==> src/rtl/core/point_segment_distance_defines.svh <==
// ============================================================================
// Assertion macros for the point-to-segment distance block
// Shared concurrent assertion forms used by the top level.
// ============================================================================
`ifndef POINT_SEGMENT_DISTANCE_DEFINES_SVH
`define POINT_SEGMENT_DISTANCE_DEFINES_SVH

// Checks that a condition implies a consequence on the same edge.
`define PSD_ASSERT_IMPL(label, clk, rstn, cond, cons, msg) \
    label: assert property (@(posedge clk) disable iff (!rstn) (cond) |-> (cons)) \
        else $error(msg);

// Checks that a condition implies a consequence on the next edge.
`define PSD_ASSERT_NEXT(label, clk, rstn, cond, cons, msg) \
    label: assert property (@(posedge clk) disable iff (!rstn) (cond) |=> (cons)) \
        else $error(msg);

`endif

==> src/rtl/core/psd_sqrt_stage.sv <==
// ============================================================================
// Square root stage
// Decides one result bit per stage by the restoring digit method.
// ============================================================================
`timescale 1ns / 1ps
`default_nettype none

module psd_sqrt_stage #(
    parameter int SW = 8,
    parameter int RW = 4,
    parameter int BIT = 0
) (
    input  wire logic          aclk,
    input  wire logic          en,
    input  wire logic [SW-1:0] rad_in,
    input  wire logic [SW-1:0] rem_in,
    input  wire logic [RW-1:0] root_in,
    output logic [SW-1:0]      rad_out,
    output logic [SW-1:0]      rem_out,
    output logic [RW-1:0]      root_out
);

    logic [SW+1:0] cur;
    logic [SW+1:0] trial;
    logic [SW+1:0] diff;

    always_comb begin
        cur   = {rem_in, rad_in[2*BIT+1], rad_in[2*BIT]};
        trial = (SW+2)'({root_in, 2'b01});
        diff  = cur - trial;
    end

    always_ff @(posedge aclk) begin
        if (en) begin
            rad_out <= rad_in;
            if (cur >= trial) begin
                rem_out  <= diff[SW-1:0];
                root_out <= {root_in[RW-2:0], 1'b1};
            end else begin
                rem_out  <= cur[SW-1:0];
                root_out <= {root_in[RW-2:0], 1'b0};
            end
        end
    end

endmodule

`default_nettype wire
==> config.mk <==
export PLATFORM = sky130hd
export DESIGN_NAME = psd_sqrt_stage
export DESIGN_NICKNAME = d
export VERILOG_FILES = /design/src/rtl/core/point_segment_distance_defines.svh /design/src/rtl/core/psd_sqrt_stage.sv
export SDC_FILE = /design/constraint.sdc
export NUM_CORES = 1
export LEC_CHECK = 0
export BUFFER_PORTS_ARGS = -buffer_cell sky130_fd_sc_hd__buf_2
export CAP_MARGIN = 20
export CELL_PAD_IN_SITES_DETAIL_PLACEMENT = 1
export CELL_PAD_IN_SITES_GLOBAL_PLACEMENT = 1
export CORE_MARGIN = 5
export CORE_UTILIZATION = 35
export DETAILED_ROUTE_END_ITERATION = 12
export PLACE_DENSITY_LB_ADDON = 0.1
export SLEW_MARGIN = 20
export SYNTH_ARGS = -nofsm -noshare
export SYNTH_HDL_FRONTEND = slang
export SYNTH_SLANG_ARGS = --single-unit
==> constraint.sdc <==
create_clock -name aclk -period 1.95 [get_ports aclk]
set_input_delay 0.2925 -clock aclk [delete_from_list [all_inputs] [get_ports aclk]]
set_output_delay 0.2925 -clock aclk [all_outputs]
set_load 0.1 [all_outputs]
==> impl_metrics.env, run 1 <==
export IMPL_hold_path_class="input port to flop"
export IMPL_grt_max_degree=21
export IMPL_hold_buffers=0
export IMPL_antenna_cells=0
export IMPL_path_delay_family="compound AO/OA/AOI/OAI gates"
export IMPL_numCtsBuffers=3
export IMPL_rows=19
export IMPL_ir_drop_v=0.000533
export IMPL_synth_net_count=102
export IMPL_drive_gt1_frac=0.418
export IMPL_viasPerCell=4.78
export IMPL_worstPathMaxFanout=7
export IMPL_cts_resized_gates=0
export IMPL_portBuffers=41
export IMPL_synth_top_area_cell="edfxtp_1"
export IMPL_grtUsageMet1=0.141
export IMPL_grt_busiest_layer="met2"
export IMPL_syn_cell_area_um2=960
export IMPL_synth_seq_cells=20
export IMPL_end_kind="flop"
export IMPL_grt_antenna_before_repair=0
export IMPL_hold_viol=0
export IMPL_fp_dieW_um=62.4
export IMPL_crit_slowest_cell="o311a_2"
export IMPL_grt_total_usage=0.113
export IMPL_clockRootBuffer="clkbuf_4"
export IMPL_cp_cell_sequence="buf_2, inv_1, ha_1, nor2b_1, nor3_1, o311a_2, buf_4, nand2_1, o21ai_0"
export IMPL_hold_ws_ps=167
export IMPL_syn_avg_cell_area_um2=13.0
export IMPL_cts_setup_buffers=0
export IMPL_cts_tree="done"
export IMPL_power_leakage_uw=0.000564
export IMPL_crit_type="input port to flop"
export IMPL_n_fill_cell=307
export IMPL_grt_pass1_wl_um=3530
export IMPL_dpl_hpwl_um=1710
export IMPL_synth_top_area_frac=0.626
export IMPL_status="finished clean"
export IMPL_cts_max_path_buffers=2
export IMPL_clock_fmax_mhz=622
export IMPL_min_period_ps=1610
export IMPL_power_density_nw_per_um2=967
export IMPL_io_pins=42
export IMPL_fp_dieH_um=62.4
export IMPL_syn_inst=74
export IMPL_finalSetupTns_ps=0
export IMPL_worst_slew_pin_slew_ps=499
export IMPL_hold_depth=1
export IMPL_routed_wl_um=2070
export IMPL_avgRoutedWirePerCell_um=13.5
export IMPL_dieArea_um2=3890
export IMPL_fin_crit_sh=0.824
export IMPL_via_count=732
export IMPL_clk_pin_slew_worst_paths_ps=100
export IMPL_start_kind="input port"
export IMPL_drc=0
export IMPL_multi_input_area_um2=322
export IMPL_yosysWarnings=0
export IMPL_start_util=0.357
export IMPL_areaGrowthSynthToFinish_pct=30.5
export IMPL_grt_util_met3=0.0162
export IMPL_fin_nets=152
export IMPL_antenna_left=0
export IMPL_ys_seq_area_frac=0.626
export IMPL_fp_coreArea_um2=2690
export IMPL_cts_htree_levels=1
export IMPL_max_cap_violations=0
export IMPL_ys_types=24
export IMPL_first_iter_violations=3
export IMPL_required_ps=2010
export IMPL_worst_path_buf_inv=3
export IMPL_clock_sinks=20
export IMPL_grt_pass1_vias=746
export IMPL_crit_path_max_incr_delay_ps=400
export IMPL_drt_pass1_iterations=4
export IMPL_rsz0062_at_grt="no"
export IMPL_grt_ovfl_total=0
export IMPL_setup_viol_count_final=0
export IMPL_ys_top_cells_by_area="edfxtp_1 63%, ha_1 7.8%, o21ai_0 3.1%"
export IMPL_seq_area_um2=601
export IMPL_path_depth=9
export IMPL_met2_usage=0.181
export IMPL_arrival_ps=1660
export IMPL_routabilityCongestion=0.682
export IMPL_slew_headroom=0.669
export IMPL_drv_slew=0
## routing by layer
layer	up-vias	part of all wire	wire, µm
met5	-	0	0
met4	0	0.030	62
met3	5	0.052	107
met2	26	0.49	1010
met1	337	0.43	889
li1	364	-	-
## synth_stat cells, drive strengths merged
cell and count:
or4 1, mux2 1, o21a 1, inv 7, o311a 1, o31a 1
edfxtp 20, a31oi 1, mux2i 1, buf 1, nand2b 1, ha 6
xor2 3, nor3 3, a211oi 1, nand2 6, o21ai 6, and3 1
nor2 5, nor2b 1, xnor2 3, nor4 1, a21oi 1, a21o 1
## metrics by stage
step | area, µm² | utilization | instances | worst slack [ps] | power [µW]
finish | 1250 | 0.466 | 153 | 343 | 1210
floorplan | 960 | - | 74 | 193 | 940
global placement | 1230 | 0.458 | 150 | 45.5 | 1030
CTS | 1250 | 0.466 | 153 | 352 | 1230
global route | 1250 | 0.466 | 153 | 255 | 1270
detailed placement | 1230 | 0.458 | 150 | 17.4 | 1040
## sequential cells by signal, summed over array words and instances (netlist names)
signal / count
rad_out: 8
rem_out: 8
root_out: 4
## layout by cell type (no fill, tap or decap)
master and n:
buf_2 41, edfxtp_1 20, inv_1 7, nand2_1 6, o21ai_0 6, ha_1 6
nor2_1 5, buf_4 5, nor3_1 3, xnor2_1 3, xor2_1 3, clkbuf_4 3
nor2b_1 1, a21oi_1 1, and3_1 1, or4_1 1, a31oi_1 1, o311a_2 1
o31a_1 1, mux2_2 1, o21a_1 1, nor4_1 1, nand2b_1 1, mux2i_1 1
a21o_1 1, a211oi_1 1
## cells by family (layout without fill, tap and decap cells)
logic type,Yosys count,count (layout),share of synthesized area
buffers and inverters,8,56,0.0391
AO/OA/AOI/OAI,13,13,0.0874
adder cells (fa/ha/maj),6,6,0.0782
flip-flops,20,20,0.626
multiplexers,2,2,0.0222
AND/OR/NAND/NOR,19,19,0.0926
XOR/XNOR,6,6,0.0548
## final timing paths
path,slack (ps),startpoint,endpoint
setup / recovery,340,root_in[0],rem_out[3]$_DFFE_PP_
hold / removal,170,rad_in[2],rad_out[2]$_DFFE_PP_
## power breakdown
group	internal [µW]	total [µW]	switching [µW]
Clock	72.0	190	118
Sequential	525	534	8.53
Combinational	93.4	488	394
## area by class of cell
type / count / area share
Timing Repair Buffer: 46 / 0.194
Inverter: 7 / 0.0210
Multi-Input combinational cell: 46 / 0.257
Clock buffer: 3 / 0.0180
Sequential cell: 20 / 0.480
Tap cell: 31 / 0.0310
Power figures use the tool's default switching activity.
==> inputs of run 2 (changes only) <==
==> constraint.sdc (replaced) <==
create_clock -name aclk -period 1.65 [get_ports aclk]
set_input_delay 0.2475 -clock aclk [delete_from_list [all_inputs] [get_ports aclk]]
set_output_delay 0.2475 -clock aclk [all_outputs]
set_load 0.1 [all_outputs]
==> run 2 against run 1 <==
  * Sequential power increased by 18%
  * Final cell count increased by 5.9%
  * Hold slack got worse by 44 ps
  * Worst setup slack got worse by 230 ps
  * Sequential share of layout area decreased by 3.1 points
  * Power increased by 20%
  * Core utilization increased by 3.3 points
  * Global-route usage increased by 0.70 points
  * First-iteration DRC count unchanged
==> impl_metrics.env, run 2 (synthesis results as in run 1) <==
export IMPL_clk_pin_slew_worst_paths_ps=110
export IMPL_cts_tree="done"
export IMPL_worst_path_buf_inv=2
export IMPL_drive_gt1_frac=0.473
export IMPL_setup_viol_count_final=0
export IMPL_drt_pass1_iterations=3
export IMPL_arrival_ps=1590
export IMPL_viasPerCell=4.79
export IMPL_startpoint="rem_in[1]"
export IMPL_slew_headroom=0.673
export IMPL_cp_cell_sequence="buf_2, ha_1, and3_1, a31oi_1, o311a_2, buf_4, o21ai_0"
export IMPL_hold_ws_ps=123
export IMPL_crit_slowest_cell="ha_1"
export IMPL_dpl_hpwl_um=1760
export IMPL_mostFrequentLayoutCell="buf_2"
export IMPL_clockRootBuffer="clkbuf_4"
export IMPL_grt_antenna_before_repair=0
export IMPL_grt_pass1_vias=865
export IMPL_finalWorstSetupSlack_ps=114
export IMPL_worstPathMaxFanout=7
export IMPL_fp_dieH_um=62.4
export IMPL_fp_coreArea_um2=2690
export IMPL_via_count=776
export IMPL_dieArea_um2=3890
export IMPL_grt_pass1_wl_um=3770
export IMPL_ir_drop_v=0.000552
export IMPL_clock_fmax_mhz=651
export IMPL_crit_path_max_incr_delay_ps=360
export IMPL_reg_largest_list="rad_out x8, rem_out x8, root_out x4"
export IMPL_first_iter_violations=3
export IMPL_routed_wl_um=2180
export IMPL_antenna_cells=0
export IMPL_mostFrequentLayoutCells="41 x buf_2, 20 x edfxtp_1, 14 x buf_4, 7 x inv_1"
export IMPL_areaGrowthSynthToFinish_pct=39.6
export IMPL_fin_nets=161
export IMPL_avgRoutedWirePerCell_um=13.5
export IMPL_cts_htree_levels=1
export IMPL_n_fill_cell=310
export IMPL_worst_slew_pin_slew_ps=494
export IMPL_clock_sinks=20
export IMPL_fp_dieW_um=62.4
export IMPL_seq_area_um2=601
export IMPL_place_area_um2=1320
export IMPL_antenna_left=0
export IMPL_start_kind="input port"
export IMPL_multi_input_area_um2=342
export IMPL_dp_slack_ps=-209
export IMPL_io_pins=42
export IMPL_min_period_ps=1540
export IMPL_hold_buffers=0
export IMPL_grt_busiest_layer="met2"
export IMPL_power_leakage_uw=0.000613
export IMPL_crit_type="input port to flop"
export IMPL_path_delay_family="compound AO/OA/AOI/OAI gates"
export IMPL_cts_setup_buffers=0
export IMPL_power_density_nw_per_um2=1090
export IMPL_portBuffers=41
export IMPL_grtUsageMet1=0.132
export IMPL_grt_max_degree=21
export IMPL_worstHoldStart="rad_in[2]"
export IMPL_routabilityCongestion=0.723
export IMPL_max_cap_violations=0
export IMPL_hold_path_class="input port to flop"
export IMPL_fin_crit_sh=0.931
export IMPL_rsz0062_at_grt="no"
export IMPL_met2_usage=0.212
export IMPL_drc=0
export IMPL_status="finished clean"
export IMPL_grt_ovfl_total=0
export IMPL_final_area_um2=1340
export IMPL_finalSetupTns_ps=0
export IMPL_required_ps=1700
export IMPL_cts_max_path_buffers=2
export IMPL_hold_viol=0
export IMPL_numCtsBuffers=3
export IMPL_rows=19
export IMPL_post_route_util=0.499
export IMPL_grt_total_usage=0.120
export IMPL_cts_resized_gates=0
export IMPL_start_util=0.357
export IMPL_grt_util_met3=0.0360
export IMPL_drv_slew=0
export IMPL_end_kind="flop"
-- run 2: changes by cell type in the layout (fill, tap and decap cells not counted), sizes merged --
cell  before  now
buf       46   55
-- run 2: final cells by class --
cell class / instances / area share
multi-input cells: 46 / 0.255
clock buffers: 3 / 0.0168
inverters: 7 / 0.0196
flip-flops and latches: 20 / 0.448
repair buffers: 55 / 0.232
well taps: 31 / 0.0289
-- run 2: worst paths after layout --
check              endpoint  slack [ps]  depth (start not counted)
max    rem_out[4]$_DFFE_PP_         110                          7
min    rad_out[2]$_DFFE_PP_         120                          1
-- run 2: per-stage QoR --
step	instances	power, µW
floorplan	74	1120
global placement	159	1240
detailed placement	159	1250
CTS	162	1480
global route	162	1530
finish	162	1460
-- run 2: per-layer routing --
layer | part of all wire | routed length, µm | up-vias
met3 | 0.068 | 148 | 2
met5 | 0 | 0 | -
li1 | - | - | 382
met4 | 0.0092 | 20 | 0
met1 | 0.41 | 899 | 369
met2 | 0.51 | 1110 | 23
-- run 2: where the power goes --
group          internal (µW)  switching, µW
Combinational            128            472
Clock                   84.8            139
Sequential               621           11.4
==> inputs of run 3 (changes only) <==
--- a/config.mk
+++ b/config.mk
@@ -5,7 +5,8 @@
 export SDC_FILE = /design/constraint.sdc
 export NUM_CORES = 1
 export LEC_CHECK = 0
-export BUFFER_PORTS_ARGS = -buffer_cell sky130_fd_sc_hd__buf_2
+export ABC_CLOCK_PERIOD_IN_PS = 1650
+export BUFFER_PORTS_ARGS = -buffer_cell sky130_fd_sc_hd__buf_4
 export CAP_MARGIN = 20
 export CELL_PAD_IN_SITES_DETAIL_PLACEMENT = 1
 export CELL_PAD_IN_SITES_GLOBAL_PLACEMENT = 1
==> run 3 against run 2 <==
  * Hold slack lost 1.6 ps
  * Final cell count did not move
  * Design area grew 7.7%
  * Count of clock-buffer cells in the layout stayed put
  * Power is 3.4% higher
  * Combinational power up 7.8%
  * Critical path type unchanged
  * Highest routed layer unchanged
==> impl_metrics.env, run 3 (synthesis results as in run 1) <==
export IMPL_status="finished clean"
export IMPL_antenna_cells=0
export IMPL_power_leakage_uw=0.000648
export IMPL_min_period_ps=1540
export IMPL_worstHoldStart="rad_in[2]"
export IMPL_avgRoutedWirePerCell_um=14.6
export IMPL_final_area_um2=1440
export IMPL_fp_coreArea_um2=2690
export IMPL_arrival_ps=1680
export IMPL_finalSetupTns_ps=0
export IMPL_rsz0062_at_grt="no"
export IMPL_grt_antenna_before_repair=0
export IMPL_areaGrowthSynthToFinish_pct=50.3
export IMPL_cts_setup_buffers=0
export IMPL_fin_nets=161
export IMPL_start_util=0.357
export IMPL_min_to="rad_out[2]$_DFFE_PP_"
export IMPL_fp_dieW_um=62.4
export IMPL_crit_type="input port to flop"
export IMPL_drt_pass1_iterations=3
export IMPL_cts_tree="done"
export IMPL_cts_htree_levels=1
export IMPL_end_kind="flop"
export IMPL_grt_total_usage=0.125
export IMPL_start_kind="input port"
export IMPL_cts_max_path_buffers=2
export IMPL_numCtsBuffers=3
export IMPL_worst_slew_pin_slew_ps=264
export IMPL_clk_pin_slew_worst_paths_ps=110
export IMPL_fin_crit_sh=0.935
export IMPL_ir_drop_v=0.000530
export IMPL_clock_fmax_mhz=648
export IMPL_dp_slack_ps=-183
export IMPL_reg_largest_list="rad_out x8, rem_out x8, root_out x4"
export IMPL_portBuffers=41
export IMPL_viasPerCell=4.83
export IMPL_hold_depth=1
export IMPL_setup_viol_count_final=0
export IMPL_routed_wl_um=2360
export IMPL_routabilityCongestion=0.727
export IMPL_via_count=783
export IMPL_hold_path_class="input port to flop"
export IMPL_slew_headroom=0.823
export IMPL_antenna_left=0
export IMPL_finalWorstSetupSlack_ps=108
export IMPL_mostFrequentLayoutCell="buf_4"
export IMPL_rows=19
export IMPL_drive_gt1_frac=0.473
export IMPL_io_pins=42
export IMPL_total_power_uw=1510
export IMPL_power_density_nw_per_um2=1040
export IMPL_required_ps=1790
export IMPL_grt_ovfl_total=0
export IMPL_dieArea_um2=3890
export IMPL_mostFrequentLayoutCells="55 x buf_4, 20 x edfxtp_1, 7 x inv_1, 6 x nand2_1, 6 x o21ai_0"
export IMPL_grt_max_degree=21
export IMPL_fp_dieH_um=62.4
export IMPL_worstPathMaxFanout=4
export IMPL_dpl_hpwl_um=1910
export IMPL_hold_buffers=0
export IMPL_grt_pass1_vias=836
export IMPL_hold_viol=0
export IMPL_cts_resized_gates=0
export IMPL_drv_slew=0
export IMPL_clockRootBuffer="clkbuf_4"
export IMPL_clock_sinks=20
export IMPL_first_iter_violations=5
export IMPL_grt_pass1_wl_um=3820
export IMPL_drc=0
export IMPL_hold_ws_ps=121
export IMPL_place_area_um2=1420
export IMPL_max_cap_violations=0
-- run 3: critical path, stage by stage --
cell,delay [ps]
buf_4,110
ha_1,330
and3_1,210
a31oi_1,200
o311a_2,240
buf_4,130
mux2i_1,200
-- run 3: area by class of cell --
type	instances	area, µm²
clock buffer	3	22.5
timing repair buffer	55	413
tap	31	38.8
multi-input combinational	46	342
sequential	20	601
fill	308	1240
inverter	7	26.3
-- run 3: stage by stage --
stage,instances,utilization
after CTS,162,0.537
after global placement,159,0.529
final,162,0.537
after floorplan,74,-
after detailed placement,159,0.529
after global routing,162,0.537
-- run 3: worst max-delay path by stage --
| stage | from | end | slack [ps] | depth (start not counted) |
|---|---|---|---|---|
| 2_1_floorplan | root_in[0] | rem_out[2]$_DFFE_PP_ | 0.4 | 8 |
| 4_1_cts | rem_in[2] | rem_out[1]$_DFFE_PP_ | 120 | 7 |
| 3_5_place_dp | rem_in[2] | rem_out[5]$_DFFE_PP_ | -180 | 7 |
| 5_1_grt | rem_in[2] | rem_out[1]$_DFFE_PP_ | 30 | 7 |
| 3_3_place_gp | rem_in[7] | rem_out[3]$_DFFE_PP_ | -180 | 6 |
| 6_report | rem_in[2] | rem_out[1]$_DFFE_PP_ | 110 | 7 |
-- run 3: routing by layer --
layer	GRT usage	vias up	wire length [µm]
li1	-	385	-
met2	0.229	23	1260
met1	0.132	373	928
met5	0	-	0
met3	0.0396	2	145
met4	0.0477	0	20
-- run 3: power breakdown --
group | total (µW) | switching [µW] | leakage [µW] | internal, µW
clock network | 225 | 140 | 0.0000138 | 84.9
logic | 648 | 475 | 0.000438 | 173
registers | 634 | 13.3 | 0.000196 | 621
